[src/sv/fifo_reuse_object_pool_assert.svh]
// Assertion macros shared by the object pool RTL.
`ifndef FIFO_REUSE_OBJECT_POOL_ASSERT_SVH
`define FIFO_REUSE_OBJECT_POOL_ASSERT_SVH

// A property that must hold at every clock edge outside reset.
`define FROP_ASSERT(name, cond, msg) \
  name: assert property (@(posedge clk_i) disable iff (!rst_ni) (cond)) else $error(msg);

// A condition in one cycle that implies a consequence in the next cycle.
`define FROP_ASSERT_NEXT(name, pre, post, msg) \
  name: assert property (@(posedge clk_i) disable iff (!rst_ni) (pre) |=> (post)) \
    else $error(msg);

`endif

[src/sv/frop_pkg.sv]
// Package with the shared types and constants of the object pool allocator.
`timescale 1ns / 1ps
`default_nettype none

package frop_pkg;

  // Width of a handle on the request and response channels.
  localparam int unsigned HandleW = 6;

  // Default number of handles in the pool.
  localparam int unsigned PoolSizeDef = 64;

  // Request codes.
  typedef enum logic [1:0] {
    ACT_ALLOC = 2'd0,
    ACT_TRY   = 2'd1,
    ACT_FREE  = 2'd2
  } action_e;

  // Response status codes.
  typedef enum logic [1:0] {
    ST_OK        = 2'd0,
    ST_NONE      = 2'd1,
    ST_EXHAUSTED = 2'd2,
    ST_INVALID   = 2'd3
  } status_e;

  // Handle as carried on the channels.
  typedef logic [HandleW-1:0] handle_t;

endpackage

`default_nettype wire

[src/sv/frop_if.sv]
// Valid/ready channel interfaces for the object pool requests and responses.
`timescale 1ns / 1ps
`default_nettype none

// Request channel: one allocate, try-allocate or deallocate per transfer.
interface frop_req_if;
  logic              valid;
  logic              ready;
  logic [1:0]        action;
  frop_pkg::handle_t handle_in;

  modport source (output valid, action, handle_in, input ready);
  modport sink   (input valid, action, handle_in, output ready);
endinterface

// Response channel: one granted handle and status per transfer.
interface frop_rsp_if;
  logic              valid;
  logic              ready;
  frop_pkg::handle_t handle_out;
  logic [1:0]        status;

  modport source (output valid, handle_out, status, input ready);
  modport sink   (input valid, handle_out, status, output ready);
endinterface

`default_nettype wire

[src/sv/frop_ram.sv]
// Generic single write port RAM with one registered read port.
`timescale 1ns / 1ps
`default_nettype none

module frop_ram #(
  parameter int unsigned Width = 8,
  parameter int unsigned Depth = 64,
  localparam int unsigned AddrW = (Depth > 1) ? $clog2(Depth) : 1
) (
  input  wire logic             clk_i,
  input  wire logic             we_i,
  input  wire logic [AddrW-1:0] waddr_i,
  input  wire logic [Width-1:0] wdata_i,
  input  wire logic [AddrW-1:0] raddr_i,
  output logic      [Width-1:0] rdata_o
);

  logic [Width-1:0] mem_q [Depth];

  // Write port.
  always_ff @(posedge clk_i) begin
    if (we_i) begin
      mem_q[waddr_i] <= wdata_i;
    end
  end

  // Registered read port; a read of the address being written returns old data.
  always_ff @(posedge clk_i) begin
    rdata_o <= mem_q[raddr_i];
  end

endmodule

`default_nettype wire

[src/sv/fifo_reuse_object_pool.sv]
// Top level of the object pool allocator with first-in first-out handle reuse.
//
// Hands out POOL_SIZE handles. An allocate takes the oldest freed handle from
// the free queue, or else the next never-used handle; a try-allocate only
// takes from the free queue. A deallocate is accepted only for a busy handle,
// which then joins the free queue. Every request transfer yields exactly one
// response transfer, in order. The block takes one request per cycle while
// the response register is not stalled; the request register feeds a single
// decision stage into the response register. The head of the free queue is
// prefetched from the queue RAM at the next head, with a bypass for an entry
// written in the same cycle, so back-to-back pops run at full rate. The busy
// flags live in a second RAM that is read with the handle of the request as
// it is accepted, again with a bypass for a flag written in the same cycle.
// No clearing pass is needed after reset: a busy flag counts only for a
// handle below the issued count, and every such flag was written when its
// handle was first issued.
`timescale 1ns / 1ps
`default_nettype none
`include "fifo_reuse_object_pool_assert.svh"

module fifo_reuse_object_pool #(
  parameter int unsigned POOL_SIZE = frop_pkg::PoolSizeDef
) (
  input  wire logic clk_i,
  input  wire logic rst_ni,
  frop_req_if.sink  req_i,
  frop_rsp_if.source rsp_o
);

  localparam int unsigned IdxW = $clog2(POOL_SIZE);
  localparam int unsigned CntW = $clog2(POOL_SIZE + 1);

  // Request register.
  logic                   s1_valid_q;
  logic [1:0]             s1_action_q;
  frop_pkg::handle_t      s1_handle_q;

  // Response register.
  logic                   out_valid_q, out_valid_d;
  frop_pkg::handle_t      out_handle_q;
  logic [1:0]             out_status_q;

  // Pool state.
  logic [IdxW-1:0]        head_q, head_d;
  logic [IdxW-1:0]        tail_q, tail_d;
  logic [CntW-1:0]        queue_count_q, queue_count_d;
  logic [CntW-1:0]        fresh_count_q, fresh_count_d;

  // Queue RAM access and same-cycle write bypass.
  logic                   ram_we;
  logic [IdxW-1:0]        ram_wdata;
  logic [IdxW-1:0]        ram_rdata;
  logic                   byp_hit_q, byp_hit_d;
  logic [IdxW-1:0]        byp_data_q;
  logic [IdxW-1:0]        head_val;

  // Busy flag RAM access and same-cycle write bypass.
  logic                   busy_we;
  logic [IdxW-1:0]        busy_waddr;
  logic                   busy_wdata;
  logic [IdxW-1:0]        busy_raddr;
  logic                   busy_rdata;
  logic                   busy_byp_hit_q, busy_byp_hit_d;
  logic                   busy_byp_data_q;
  logic                   busy_val;

  // Decision results.
  logic                   s1_fire;
  logic                   do_pop, do_fresh, do_push;
  logic                   issued;
  logic [IdxW-1:0]        rel_idx;
  logic [IdxW-1:0]        grant_idx;
  frop_pkg::status_e      status;

  // Handshakes: the request stage moves on whenever the response register is free.
  assign s1_fire     = s1_valid_q && (!out_valid_q || rsp_o.ready);
  assign req_i.ready = !s1_valid_q || s1_fire;

  // Request register.
  always_ff @(posedge clk_i or negedge rst_ni) begin
    if (!rst_ni) begin
      s1_valid_q <= 1'b0;
    end else if (req_i.ready) begin
      s1_valid_q <= req_i.valid;
    end
  end

  always_ff @(posedge clk_i) begin
    if (req_i.valid && req_i.ready) begin
      s1_action_q <= req_i.action;
      s1_handle_q <= req_i.handle_in;
    end
  end

  // Head of the free queue, taking a write to the prefetched slot into account.
  assign head_val = byp_hit_q ? byp_data_q : ram_rdata;

  // Busy flag of the released handle, taking a same-cycle write into account.
  assign busy_val = busy_byp_hit_q ? busy_byp_data_q : busy_rdata;

  // Released handle as a pool index; only a handle below the issued count can be busy.
  assign rel_idx = IdxW'(s1_handle_q);
  assign issued  = 32'(s1_handle_q) < 32'(fresh_count_q);

  // Request decision.
  always_comb begin
    do_pop    = 1'b0;
    do_fresh  = 1'b0;
    do_push   = 1'b0;
    grant_idx = '0;
    status    = frop_pkg::ST_INVALID;
    case (frop_pkg::action_e'(s1_action_q)) inside
      frop_pkg::ACT_ALLOC, frop_pkg::ACT_TRY: begin
        if (queue_count_q != '0) begin
          do_pop    = 1'b1;
          grant_idx = head_val;
          status    = frop_pkg::ST_OK;
        end else if (s1_action_q == frop_pkg::ACT_TRY) begin
          status = frop_pkg::ST_NONE;
        end else if (fresh_count_q < CntW'(POOL_SIZE)) begin
          do_fresh  = 1'b1;
          grant_idx = fresh_count_q[IdxW-1:0];
          status    = frop_pkg::ST_OK;
        end else begin
          status = frop_pkg::ST_EXHAUSTED;
        end
      end
      frop_pkg::ACT_FREE: begin
        if (issued && busy_val && (queue_count_q < CntW'(POOL_SIZE))) begin
          do_push = 1'b1;
          status  = frop_pkg::ST_OK;
        end
      end
      default: begin
        status = frop_pkg::ST_INVALID;
      end
    endcase
  end

  // Next pool state; only a request that moves to the response register counts.
  always_comb begin
    head_d        = head_q;
    tail_d        = tail_q;
    queue_count_d = queue_count_q;
    fresh_count_d = fresh_count_q;
    if (s1_fire) begin
      if (do_pop) begin
        head_d        = (head_q == IdxW'(POOL_SIZE - 1)) ? '0 : head_q + IdxW'(1);
        queue_count_d = queue_count_q - CntW'(1);
      end
      if (do_fresh) begin
        fresh_count_d = fresh_count_q + CntW'(1);
      end
      if (do_push) begin
        tail_d        = (tail_q == IdxW'(POOL_SIZE - 1)) ? '0 : tail_q + IdxW'(1);
        queue_count_d = queue_count_q + CntW'(1);
      end
    end
  end

  // Queue RAM write and bypass of a write to the slot read next.
  assign ram_we    = s1_fire && do_push;
  assign ram_wdata = rel_idx;
  assign byp_hit_d = ram_we && (tail_q == head_d);

  // Busy flag write: set on a grant, cleared on a release.
  assign busy_we    = s1_fire && (do_pop || do_fresh || do_push);
  assign busy_waddr = do_pop ? head_val : (do_fresh ? fresh_count_q[IdxW-1:0] : rel_idx);
  assign busy_wdata = !do_push;

  // The busy read follows the request being accepted, or holds the waiting one.
  assign busy_raddr     = req_i.ready ? IdxW'(req_i.handle_in) : rel_idx;
  assign busy_byp_hit_d = busy_we && (busy_waddr == busy_raddr);

  always_ff @(posedge clk_i or negedge rst_ni) begin
    if (!rst_ni) begin
      head_q         <= '0;
      tail_q         <= '0;
      queue_count_q  <= '0;
      fresh_count_q  <= '0;
      byp_hit_q      <= 1'b0;
      busy_byp_hit_q <= 1'b0;
    end else begin
      head_q         <= head_d;
      tail_q         <= tail_d;
      queue_count_q  <= queue_count_d;
      fresh_count_q  <= fresh_count_d;
      byp_hit_q      <= byp_hit_d;
      busy_byp_hit_q <= busy_byp_hit_d;
    end
  end

  always_ff @(posedge clk_i) begin
    byp_data_q      <= ram_wdata;
    busy_byp_data_q <= busy_wdata;
  end

  // Free queue storage; the read address always follows the next head.
  frop_ram #(
    .Width (IdxW),
    .Depth (POOL_SIZE)
  ) u_queue_ram (
    .clk_i   (clk_i),
    .we_i    (ram_we),
    .waddr_i (tail_q),
    .wdata_i (ram_wdata),
    .raddr_i (head_d),
    .rdata_o (ram_rdata)
  );

  // Busy flag storage, one bit per handle.
  frop_ram #(
    .Width (1),
    .Depth (POOL_SIZE)
  ) u_busy_ram (
    .clk_i   (clk_i),
    .we_i    (busy_we),
    .waddr_i (busy_waddr),
    .wdata_i (busy_wdata),
    .raddr_i (busy_raddr),
    .rdata_o (busy_rdata)
  );

  // Response register.
  always_comb begin
    if (s1_fire) begin
      out_valid_d = 1'b1;
    end else if (rsp_o.ready) begin
      out_valid_d = 1'b0;
    end else begin
      out_valid_d = out_valid_q;
    end
  end

  always_ff @(posedge clk_i or negedge rst_ni) begin
    if (!rst_ni) begin
      out_valid_q <= 1'b0;
    end else begin
      out_valid_q <= out_valid_d;
    end
  end

  always_ff @(posedge clk_i) begin
    if (s1_fire) begin
      out_handle_q <= frop_pkg::HandleW'(grant_idx);
      out_status_q <= status;
    end
  end

  assign rsp_o.valid      = out_valid_q;
  assign rsp_o.handle_out = out_handle_q;
  assign rsp_o.status     = out_status_q;

  // Queued handles never outnumber the handles issued so far.
  `FROP_ASSERT(a_queue_within_issued,
    queue_count_q <= fresh_count_q,
    "more handles queued than were ever issued")

  // An empty queue has its read and write positions together.
  `FROP_ASSERT(a_empty_ptrs_equal,
    (queue_count_q != '0) || (head_q == tail_q),
    "empty free queue with differing head and tail")

  // Exhausted is reported only once every handle has been issued.
  `FROP_ASSERT(a_exhausted_full,
    !out_valid_q || (out_status_q != frop_pkg::ST_EXHAUSTED) ||
    (fresh_count_q == CntW'(POOL_SIZE)),
    "pool exhausted reported before all handles were issued")

  // A pop takes exactly one handle from the queue.
  `FROP_ASSERT_NEXT(a_pop_count, s1_fire && do_pop,
    queue_count_q == $past(queue_count_q) - CntW'(1),
    "queue count did not drop by one after a pop")

endmodule

`default_nettype wire
[src/flat_wrapper.sv]
// flat-port wrapper written by rule: the top's interface ports become plain ports
module fifo_reuse_object_pool_flat 
#(
  parameter int unsigned POOL_SIZE = frop_pkg::PoolSizeDef
)
  (clk_i, rst_ni, req_i_valid, req_i_action, req_i_handle_in, req_i_ready, rsp_o_valid, rsp_o_handle_out, rsp_o_status, rsp_o_ready);
  frop_req_if req_i_i ();
  frop_rsp_if rsp_o_i ();
  input  wire logic clk_i;
  input  wire logic rst_ni;
  input wire logic [$bits(req_i_i.valid)-1:0] req_i_valid;
  input wire logic [$bits(req_i_i.action)-1:0] req_i_action;
  input wire logic [$bits(req_i_i.handle_in)-1:0] req_i_handle_in;
  output wire logic [$bits(req_i_i.ready)-1:0] req_i_ready;
  output wire logic [$bits(rsp_o_i.valid)-1:0] rsp_o_valid;
  output wire logic [$bits(rsp_o_i.handle_out)-1:0] rsp_o_handle_out;
  output wire logic [$bits(rsp_o_i.status)-1:0] rsp_o_status;
  input wire logic [$bits(rsp_o_i.ready)-1:0] rsp_o_ready;
  assign req_i_i.valid = req_i_valid;
  assign req_i_i.action = req_i_action;
  assign req_i_i.handle_in = req_i_handle_in;
  assign req_i_ready = req_i_i.ready;
  assign rsp_o_valid = rsp_o_i.valid;
  assign rsp_o_handle_out = rsp_o_i.handle_out;
  assign rsp_o_status = rsp_o_i.status;
  assign rsp_o_i.ready = rsp_o_ready;
  fifo_reuse_object_pool #(.POOL_SIZE(POOL_SIZE)) u_core (.clk_i(clk_i), .rst_ni(rst_ni), .req_i(req_i_i), .rsp_o(rsp_o_i));
endmodule
[config.mk]
export PLATFORM = sky130hd
export DESIGN_NAME = fifo_reuse_object_pool_flat
export DESIGN_NICKNAME = d
export VERILOG_FILES = /design/src/sv/frop_pkg.sv /design/src/sv/frop_if.sv /design/src/sv/frop_ram.sv /design/src/sv/fifo_reuse_object_pool.sv /design/src/flat_wrapper.sv
export VERILOG_INCLUDE_DIRS = /design/src /design/src/sv
export SDC_FILE = /design/constraint.sdc
export NUM_CORES = 1
export LEC_CHECK = 0
export BUFFER_PORTS_ARGS = -buffer_cell sky130_fd_sc_hd__buf_2
export CORE_MARGIN = 4
export CORE_UTILIZATION = 60
export DETAILED_ROUTE_END_ITERATION = 10
export PLACE_DENSITY = 0.74
export SETUP_SLACK_MARGIN = 0.2
export SYNTH_ARGS = -nofsm -noshare
export SYNTH_HDL_FRONTEND = slang
export SYNTH_SLANG_ARGS = --single-unit
[constraint.sdc]
create_clock -name clk_i -period 5.3 [get_ports clk_i]
set_input_delay 0.795 -clock clk_i [delete_from_list [all_inputs] [get_ports clk_i]]
set_output_delay 0.795 -clock clk_i [all_outputs]
set_load 0.005 [all_outputs]
# Word-level counts from Yosys, hierarchy flattened
# Memory sizes are Yosys's and may differ from the RTL's. A register that Yosys moved wholly into a read port is not among the register bits.
# Cells that the tools add are included.
[totals]
register_bits = 53
mem_bits_rw = 448
in_bits = 12
output_inout_bits = 10
wordCells = 88
memories = 2
[op_classes]
n_addsub = 5
order_cmp = 3
eq_ne = 6
n_mux = 35
reduce_logical = 23
[mem_list]
columns = ["name", "words", "width", "read_ports", "rd_clocked_by_memory_dff", "wr", "line_no", "rtl"]
rows = [
  ["u_core.u_queue_ram.mem_q", 64, 6, 1, 1, 1, "frop_ram.sv:18", "logic [Width-1:0] mem_q [Depth];"],
  ["u_core.u_busy_ram.mem_q", 64, 1, 1, 1, 1, "frop_ram.sv:18", ""],
]
[ops]
columns = ["operator", "count"]
rows = [
  ["$mux W6", 11],
  ["$mux W1", 16],
  ["$add A7 B1 Y7 const B", 2],
  ["$lt A7 B7 Y1 const B", 2],
  ["$mux W7", 2],
  ["$add A6 B1 Y6 const B", 2],
  ["$eq A6 B6 Y1", 2],
  ["$eq A6 B6 Y1 const B", 2],
  ["$mux W2", 6],
  ["$logic_and A1 B1 Y1", 8],
  ["$lt A6 B7 Y1", 1],
  ["$reduce_bool A7 Y1", 1],
  ["$sub A7 B1 Y7 const B", 1],
  ["$reduce_and A2 Y1", 3],
  ["$logic_or A1 B1 Y1", 4],
  ["$reduce_bool A2 Y1", 2],
  ["$logic_not A1 Y1", 3],
  ["$eq A2 B1 Y1 const B", 1],
  ["$eq A2 B2 Y1 const B", 1],
  ["$logic_not A2 Y1", 1],
  ["$reduce_or A2 Y1", 1],
]

# Longest topological paths before layout
# Gate-level depths: netlist (run 1).
[logic_depth]
word_depth = 10
mapped_depth = 15
depth_no_buf = 15

# By module
# A second synthesis (run 1) with hierarchy kept.
[hier_totals]
cells_unflattened = 1186
area_unflattened_um2 = 21062.7
[by_module_without_submodules]
columns = ["mod", "instances", "cells_each", "area_each_um2", "seq_area_each_um2"]
rows = [
  ["frop_ram (u_core.u_queue_ram)", 1, 720, 15225.9, 11651.2],
  ["fifo_reuse_object_pool", 1, 262, 2922.8, 1371.3],
  ["frop_ram (u_core.u_busy_ram)", 1, 204, 2914.0, 1941.9],
]

# Worst setup path after synthesis (run 1)
# OpenSTA, ideal clock, no wires.
[synth_path]
path_kind = "register to register"
start = "register u_core.s1_handle_q[1] (netlist: u_core.ram_wdata[1])"
end = "register u_core.queue_count_q[5]"
setup_ns = 0.125
arrival_time_ns = 4.241
required_ns = 5.175
slack_ns = 0.934
path_stages_with_launch = 15
path_buffers = 0
period_less_slack_ns = 4.366
path_cell_list = "edfxtp_1 -> ha_1 -> a21o_1 -> a21o_1 -> a21oi_1 -> o21ai_1 -> a21oi_1 -> inv_1 -> ha_1 -> a21o_1 -> a21o_1 -> a21o_1 -> a21oi_1 -> xnor2_1 -> mux2_2"
[synth_between]
elab_chain_len = 8
word_cells_on_any_way = 9
classes_between = "order compare (1); mux (4); reduce/logical (4)"
[synth_lines]
columns = ["element", "line_no", "rtl"]
rows = [
  ["from (decl)", "fifo_reuse_object_pool.sv:36", "frop_pkg::handle_t s1_handle_q;"],
  ["from (signal assigned)", "fifo_reuse_object_pool.sv:91", "s1_handle_q <= req_i.handle_in;"],
  ["$lt A6 B7 Y1 *", "fifo_reuse_object_pool.sv:103", "assign issued = 32'(s1_handle_q) < 32'(fresh_count_q);"],
  ["$logic_and A1 B1 Y1 * (2 in series)", "fifo_reuse_object_pool.sv:129", "if (issued && busy_val && (queue_count_q < CntW'(POOL_SIZE))) begin"],
  ["$mux W1 *", "fifo_reuse_object_pool.sv:129", ""],
  ["$mux W1 * (2 in series)", "fifo_reuse_object_pool.sv:112", "case (frop_pkg::action_e'(s1_action_q)) inside"],
  ["$reduce_bool A2 Y1 (no source line)", "-", ""],
  ["$reduce_and A2 Y1 (no source line)", "-", ""],
  ["to (signal assigned)", "fifo_reuse_object_pool.sv:186", "queue_count_q <= queue_count_d;"],
  ["to (decl)", "fifo_reuse_object_pool.sv:46", "logic [CntW-1:0] queue_count_q, queue_count_d;"],
]
# Mark *: on every way between the ends. The rest lies on a longest branch, timed or not.
# A chain may end at the register's enable or synchronous reset.

# Final worst setup path (run 1)
[layout_path]
start = "register u_core.out_valid_q (netlist: u_core.rsp_o.valid)"
end = "register u_core.u_queue_ram.rdata_o[3], read port of u_core.u_queue_ram.mem_q"
[layout_between]
elab_chain_len = 4
[layout_lines]
columns = ["element", "line_no", "rtl"]
rows = [
  ["from (decl)", "fifo_reuse_object_pool.sv:39", "logic out_valid_q, out_valid_d;"],
  ["from (signal assigned)", "fifo_reuse_object_pool.sv:239", "out_valid_q <= out_valid_d;"],
  ["$logic_not A1 Y1", "fifo_reuse_object_pool.sv:76", "assign s1_fire = s1_valid_q && (!out_valid_q || rsp_o.ready);"],
  ["$logic_or A1 B1 Y1", "fifo_reuse_object_pool.sv:76", ""],
  ["$logic_and A1 B1 Y1", "fifo_reuse_object_pool.sv:76", ""],
  ["$mux W6", "fifo_reuse_object_pool.sv:146", "if (s1_fire) begin"],
  ["to (decl)", "frop_ram.sv:15", "output logic [Width-1:0] rdata_o"],
]
# No other way between the ends.

==> flow_summary.ini, run 1 <==
[run_status]
status = finished, final reports clean

[cts]
cts-htree-levels = 2
clkLatencyLatePin_ns = 0.59
clk_pin_slew_worst_paths_ns = 0.06
clockRootBuffer = clkbuf_16
post_cts_buffers = 0
clock-sinks = 508
cts_tree = built
cts_resized = 0
cts-buffers-inserted = 51
postCtsHoldBufs = 0
clockBufferDepth = 3

[timing]
slew_headroom_pct = 34.1
drv_slew = 0
skew_ns = 0.0298
setup_ws_ns = 1.10
hold_violations = 0
fmax_mhz = 238
rsz0062_at_grt = no
finalCritPeriodShare_pct = 79.2
fin_crit_ns = 4.20
setup_tns_ns = 0
worst_pin_slew_ns = 0.985
setup-violations-final = 0

[cells_and_area]
syn_to_final_growth_pct = 9.85
drive_gt1_share_pct = 10.9
fillers = 2549
diodes = 0
fin_nets = 1698

[worst_setup_path]
cp-end-kind = flip-flop
critPathArrivalTime_ns = 4.61
worstSetupPathType = flip-flop to flip-flop
cp_data_required_time_ns = 5.71
path_max_fanout = 29
start_kind = flip-flop

[drt]
drc = 0
drt_first_pass_iters = 6
wl_per_cell_um = 25.0
drtIter0Drc = 1676
vias_per_cell = 6.59
routed_wl_um = 54600
dr_total_vias = 14400
drtAntennaViolNets = 0

[floorplan]
rows = 70
start_util_pct = 60.6
die_w_um = 200
fp.dieArea_sq_um = 40000
io_pins = 22
core_area_sq_um = 36500
die_h_um = 200

[global_routing]
antenna_found_initial = 1
grt_pass1_wl_um = 83800
grt_pass1_vias = 14200
grtUsageTotal_pct = 26.8
grt-ovfl-total = 0
grt_max_degree = 92

[power]
sw_frac_of_total_pct = 32.5
p_comb_share_pct = 27.1
power_density_nw_per_um2 = 475
peakVddDrop_mv = 0.393
p_sw_mw = 3.75
p_clk_share_pct = 32.7
power_leakage_nw = 8.08
internal-power_mw = 7.79
p_seq_share_pct = 40.2

[placement]
place_ws_ns = 0.701
dp_hpwl_um = 32900
globalplace.congestion = 0.914
port-buffer-count = 21

[logic_synthesis]
synthFlopType = edfxtp_1
syn-instance-count = 1677
synth_area_leaders = edfxtp_1 (63%), nand2_1 (3.7%), a211oi_1 (3.6%), dfrtp_1 (3.4%), nor2_1 (2.8%)
yosysWarnings = 0
syn_nets = 1703
ys_seq_area_share_pct = 67.6
synth_top_cell_by_area = edfxtp_1
synth_top_cell_area_share_pct = 62.9
avgSynthCellArea_sq_um = 13.2
yosys.cell_types.count = 72
yosys_register_bits = 508
synth_edf_count = 464
async_reset_ff_share_pct = 5.91
synthesis.area_sq_um = 22100

[run]
drv_cap = 0

[min_path]
hp-class = input pin to asynchronous set/reset pin
[per-layer routing]
metal	up-vias	global-route usage (%)	part of all wire, %
li1	6435	-	-
met1	7060	37.6	40
met2	753	42.7	47
met3	127	5.81	9.1
met4	2	8.75	3.2
met5	-	0	0.024
[state kept, by name, indices dropped and copies added (netlist names), 6 cells and up]
name and cells:
u_core.u_busy_ram.mem_q 64, u_core.queue_count_q 7, u_core.rsp_o.handle_out 6, u_core.u_queue_ram.rdata_o 6, u_core.tail_q 6, u_core.byp_data_q 6
u_core.u_queue_ram.mem_q 384, u_core.head_q 6, u_core.ram_wdata 6, u_core.fresh_count_q 7
[layout by cell type, fill, tap and decap left out, drive strengths merged, types with 9 or more instances in the layout]
master     n
a22oi     19
buf       55
clkinv    18
bufinv     9
nor3      15
and3      87
nand2b    42
o41ai     13
ha        13
dfxtp     14
dfrtp     30
a211oi   108
nor2     167
a2111oi   12
mux4      16
clkbuf    67
a311oi    60
a31oi     13
edfxtp   464
a21oi     19
xnor2     19
inv       23
nor2b      9
o21ai     35
nand2    218
nand3     37
mux2i     19
[path summary, 6_finish.rpt]
kind / startpoint / to / slack [ns] / depth (start not counted)
setup / recovery: u_core.rsp_o.valid$_DFFE_PN0P_ / u_core.u_queue_ram.rdata_o[3]$_DFF_P_ / 1.10 / 10
max in group asynchronous: rst_ni / u_core.head_q[2]$_DFF_PN0_ / 4.54 / 1
hold reg to reg: u_core.fresh_count_q[5]$_DFFE_PN0P_ / u_core.fresh_count_q[5]$_DFFE_PN0P_ / 0.51 / 1
min in group clk_i: req_i_action[1] / u_core.s1_action_q[1]$_DFFE_PP_ / 0.39 / 1
hold / removal: rst_ni / u_core.rsp_o.valid$_DFFE_PN0P_ / 0.25 / 1
setup reg to reg: u_core.rsp_o.valid$_DFFE_PN0P_ / u_core.u_queue_ram.rdata_o[3]$_DFF_P_ / 1.10 / 10
[cell families (layout without fill, tap and decap cells)]
kind of cell / after synthesis / count (layout) / synth area share, %
compound gates: 339 / 339 / 11.8
xor+xnor: 25 / 25 / 0.989
fa+ha+maj: 14 / 14 / 0.825
buf+inv: 136 / 172 / 2.93
flops: 508 / 508 / 67.6
mux: 43 / 43 / 2.91
simple gates: 612 / 612 / 13.0
[power groups by stage]
stage	sequential [mW]	clock [mW]	combinational, mW
2_1_floorplan	4.69	0	2.22
3_3_place_gp	4.72	0	2.98
3_5_place_dp	4.72	0	3.06
4_1_cts	4.64	3.81	3.08
5_1_grt	4.66	3.99	3.37
6_report	4.65	3.77	3.13
[stage by stage]
stage / utilization [%] / instances / total power, mW / cell area (sq um) / hold slack, ns
after floorplan: - / 1677 / 6.90 / 22100 / 0.467
after global placement: 61.8 / 2087 / 7.69 / 22600 / 0.488
after detailed placement: 61.8 / 2087 / 7.78 / 22600 / 0.498
after CTS: 66.6 / 2181 / 11.5 / 24300 / 0.254
after global routing: 66.6 / 2181 / 12.0 / 24300 / 0.303
final: 66.6 / 2181 / 11.5 / 24300 / 0.255
[synthesized netlist by cell type (all sizes together) (2+ instances only)]
cell,n
xor2,6
and2,5
ha,13
a2111oi,12
and3,87
o31ai,8
nor2,167
edfxtp,464
a21oi,19
o41ai,13
nand4,5
o221a,6
nand4b,8
nor4,4
nor3,15
a21o,8
o211ai,3
nand2,218
or3,3
dfrtp,30
nand3,37
mux2i,19
clkbuf,55
nand3b,6
nor2b,9
a211oi,108
o21ai,35
a31oi,13
o41a,6
a311oi,60
xnor2,19
buf,58
o311ai,6
dfxtp,14
or4,2
mux4,16
nand2b,42
o22ai,6
a32o,6
a21boi,6
inv,23
a22oi,19
mux2,8
[worst max-delay path, stage by stage, from the launching register on]
cell      delay [ns]
dfrtp_1         0.39
nand2b_1        0.15
nand2_1         0.32
inv_1           0.47
a21boi_0        0.34
nor2_4          0.64
inv_2           0.45
a211oi_1        0.34
a311oi_1        0.09
o41ai_1         0.63
nand4b_1        0.17
[layout make-up]
class	instances	area (sq um)	share of cell area (%)
timing repair buffer	55	373	1.53
sequential	508	15000	61.5
clock inverter	27	355	1.46
inverter	23	88.8	0.365
tap	468	586	2.41
multi-input combinational	1033	6560	27.0
clock buffer	67	1400	5.75
Note: power is estimated with default switching activity, not from simulation.
==> run 2, diff against run 1 <==
Settings changed: CORE_UTILIZATION 60 to 57.
Clock period 5.3 ns to 3.4 ns, I/O delays scaled along.
==> run 2 against run 1 <==
Net effect:
- clock power is 42% higher
- combinational power up 74%
- sequential share of layout area is 3.1 points lower
- via count is 1.1% higher
- register-to-register slack got worse by 0.86 ns
- flip-flop and latch count unchanged
- die area up 5.0%
- critical path depth is 5 higher
==> flow_summary.ini, run 2 (synthesis results as in run 1) <==
[drt]
drtIter0Drc = 1801
drc = 0
vias_per_cell = 6.38
drt_first_pass_iters = 7
wl_per_cell_um = 23.9
dr_total_vias = 14500
drtAntennaViolNets = 0
routed_wl_um = 54600

[worst_setup_path]
cp-end-kind = flip-flop
critPathArrivalTime_ns = 3.63
path_max_fanout = 5
reg2regPathDepth = 15
r2r_start = u_core.fresh_count_q[1]$_DFFE_PN0P_
start_kind = flip-flop
worstReg2RegEnd = u_core.queue_count_q[6]$_DFFE_PN0P_
cp_data_required_time_ns = 3.87
r2r_setup_slack_ns = 0.24
worstSetupPathType = flip-flop to flip-flop

[floorplan]
io_pins = 22
die_w_um = 205
core_area_sq_um = 38000
die_h_um = 205
rows = 71
fp.dieArea_sq_um = 42100
start_util_pct = 58.2

[global_routing]
grt_max_degree = 94
grt_pass1_vias = 14500
grt-ovfl-total = 0
antenna_found_initial = 0
grtUsageTotal_pct = 26.0
grt_pass1_wl_um = 83800

[timing]
drv_slew = 0
hold_ws_ns = 0.0965
finalCritPeriodShare_pct = 92.9
skew_ns = 0.0233
worst_pin_slew_ns = 0.989
rsz0062_at_grt = yes
setup-violations-final = 0
fin_crit_ns = 3.16
slew_headroom_pct = 33.8
hold_violations = 0
fmax_mhz = 316
setup_tns_ns = 0

[placement]
dp_hpwl_um = 32700
globalplace.congestion = 0.882
port-buffer-count = 21
placed_area_sq_um = 23700

[cts]
clk_pin_slew_worst_paths_ns = 0.06
clockBufferDepth = 3
clkLatencyLatePin_ns = 0.60
cts-buffers-inserted = 52
clockRootBuffer = clkbuf_16
cts_tree = built
clock-sinks = 508
cts-htree-levels = 2

[run]
drv_cap = 0

[cells_and_area]
reg.largest.list = u_core.u_queue_ram.mem_q: 384 flops, u_core.u_busy_ram.mem_q: 64 flops
drive_gt1_share_pct = 19.9
regMostFlops = u_core.u_queue_ram.mem_q
final_common_cell = edfxtp_1
final_core_util_pct = 67.3
diodes = 0
multi_input_area_sq_um = 7390
fillers = 2702
syn_to_final_growth_pct = 15.6
final_cell_mix = edfxtp_1 (464), nand2_1 (215), a211oi_1 (105), nor2_1 (99), and3_1 (87)
fin_nets = 1755
largest_register_ff_count = 384
fin_area_sq_um = 25600
ff_latch_area_sq_um = 15000

[min_path]
hp-class = input pin to flip-flop
min_to = u_core.s1_action_q[0]$_DFFE_PP_
worstHoldStart = req_i_action[0]
hold_depth = 1

[power]
power_density_nw_per_um2 = 707
peakVddDrop_mv = 0.536
power_mw = 18.1
power_leakage_nw = 8.37

[run_status]
status = finished, final reports clean
## run 2: changes by cell type in the layout (fill, tap and decap cells not counted), sizes merged
| cell | change |
|---|---|
| clkinv | +4 |
| clkbuf | +1 |
| bufinv | -7 |
| buf | +55 |
| inv | -2 |
| dlygate4sd3 | +1 |
| clkinvlp | +4 |
## run 2: power by group
group	internal, mW	switching [mW]	leakage (nW)
registers	7.03	0.233	4.63
logic	1.96	3.50	2.96
clock network	3.06	2.31	0.773
total	12.0	6.04	8.37
## run 2: timing repair
action                                  in CTS  in global routing
endpoints found under the setup margin      38                 56
hold buffers                                 1                  0
gates resized for setup                      9                 43
hold endpoints to repair                    30                  0
pin swaps                                    2                 15
buffers inserted                             4                 10
## run 2: stage by stage
| step | setup slack, ns | instances |
|---|---|---|
| 5_1_grt | 0.139 | 2280 |
| 3_5_place_dp | -0.237 | 2171 |
| 6_report | 0.240 | 2280 |
| 4_1_cts | 0.145 | 2270 |
| 2_1_floorplan | -0.929 | 1677 |
| 3_3_place_gp | -0.104 | 2171 |
## run 2: critical path: stages, from the launching register on
cell,delay [ns]
dfrtp_1,0.42
inv_2,0.10
ha_4,0.20
a21o_1,0.16
a21o_1,0.18
a21oi_2,0.20
o21ai_2,0.10
a21oi_2,0.21
clkinvlp_4,0.19
fa_2,0.40
a21o_1,0.20
a21oi_2,0.20
nor2b_1,0.08
o21ai_1,0.14
o211ai_1,0.11
xor2_1,0.16
## run 2: layout make-up
| class | count | share of cell area [%] |
|---|---|---|
| Sequential cell | 508 | 58.4 |
| Multi-Input combinational cell | 1033 | 28.8 |
| Clock buffer | 68 | 5.52 |
| Timing Repair Buffer | 111 | 3.63 |
| Tap cell | 511 | 2.50 |
| Clock inverter | 26 | 0.674 |
| Inverter | 23 | 0.396 |
## run 2: per-layer routing
metal  vias to the layer above  track usage [%]  wire [um]
met1                      7219             36.1      22300
met3                       109             5.43       4530
met2                       649             41.5      26100
met5                         -                0          0
li1                       6560                -          -
met4                         0             8.37       1590
## run 2: worst max path at each step
stage	start	end	slack (ns)	cells after the start
floorplan	u_core.ram_wdata[1]$_DFFE_PP_	u_core.queue_count_q[5]$_DFFE_PN0P_	-0.93	14
global placement	u_core.queue_count_q[1]$_DFFE_PN0P_	u_core.u_queue_ram.rdata_o[1]$_DFF_P_	-0.10	10
detailed placement	u_core.queue_count_q[1]$_DFFE_PN0P_	u_core.u_queue_ram.rdata_o[3]$_DFF_P_	-0.24	10
CTS	u_core.queue_count_q[1]$_DFFE_PN0P_	u_core.u_queue_ram.rdata_o[3]$_DFF_P_	0.14	10
global route	u_core.fresh_count_q[1]$_DFFE_PN0P_	u_core.queue_count_q[5]$_DFFE_PN0P_	0.14	15
finish	u_core.fresh_count_q[1]$_DFFE_PN0P_	u_core.queue_count_q[6]$_DFFE_PN0P_	0.24	15
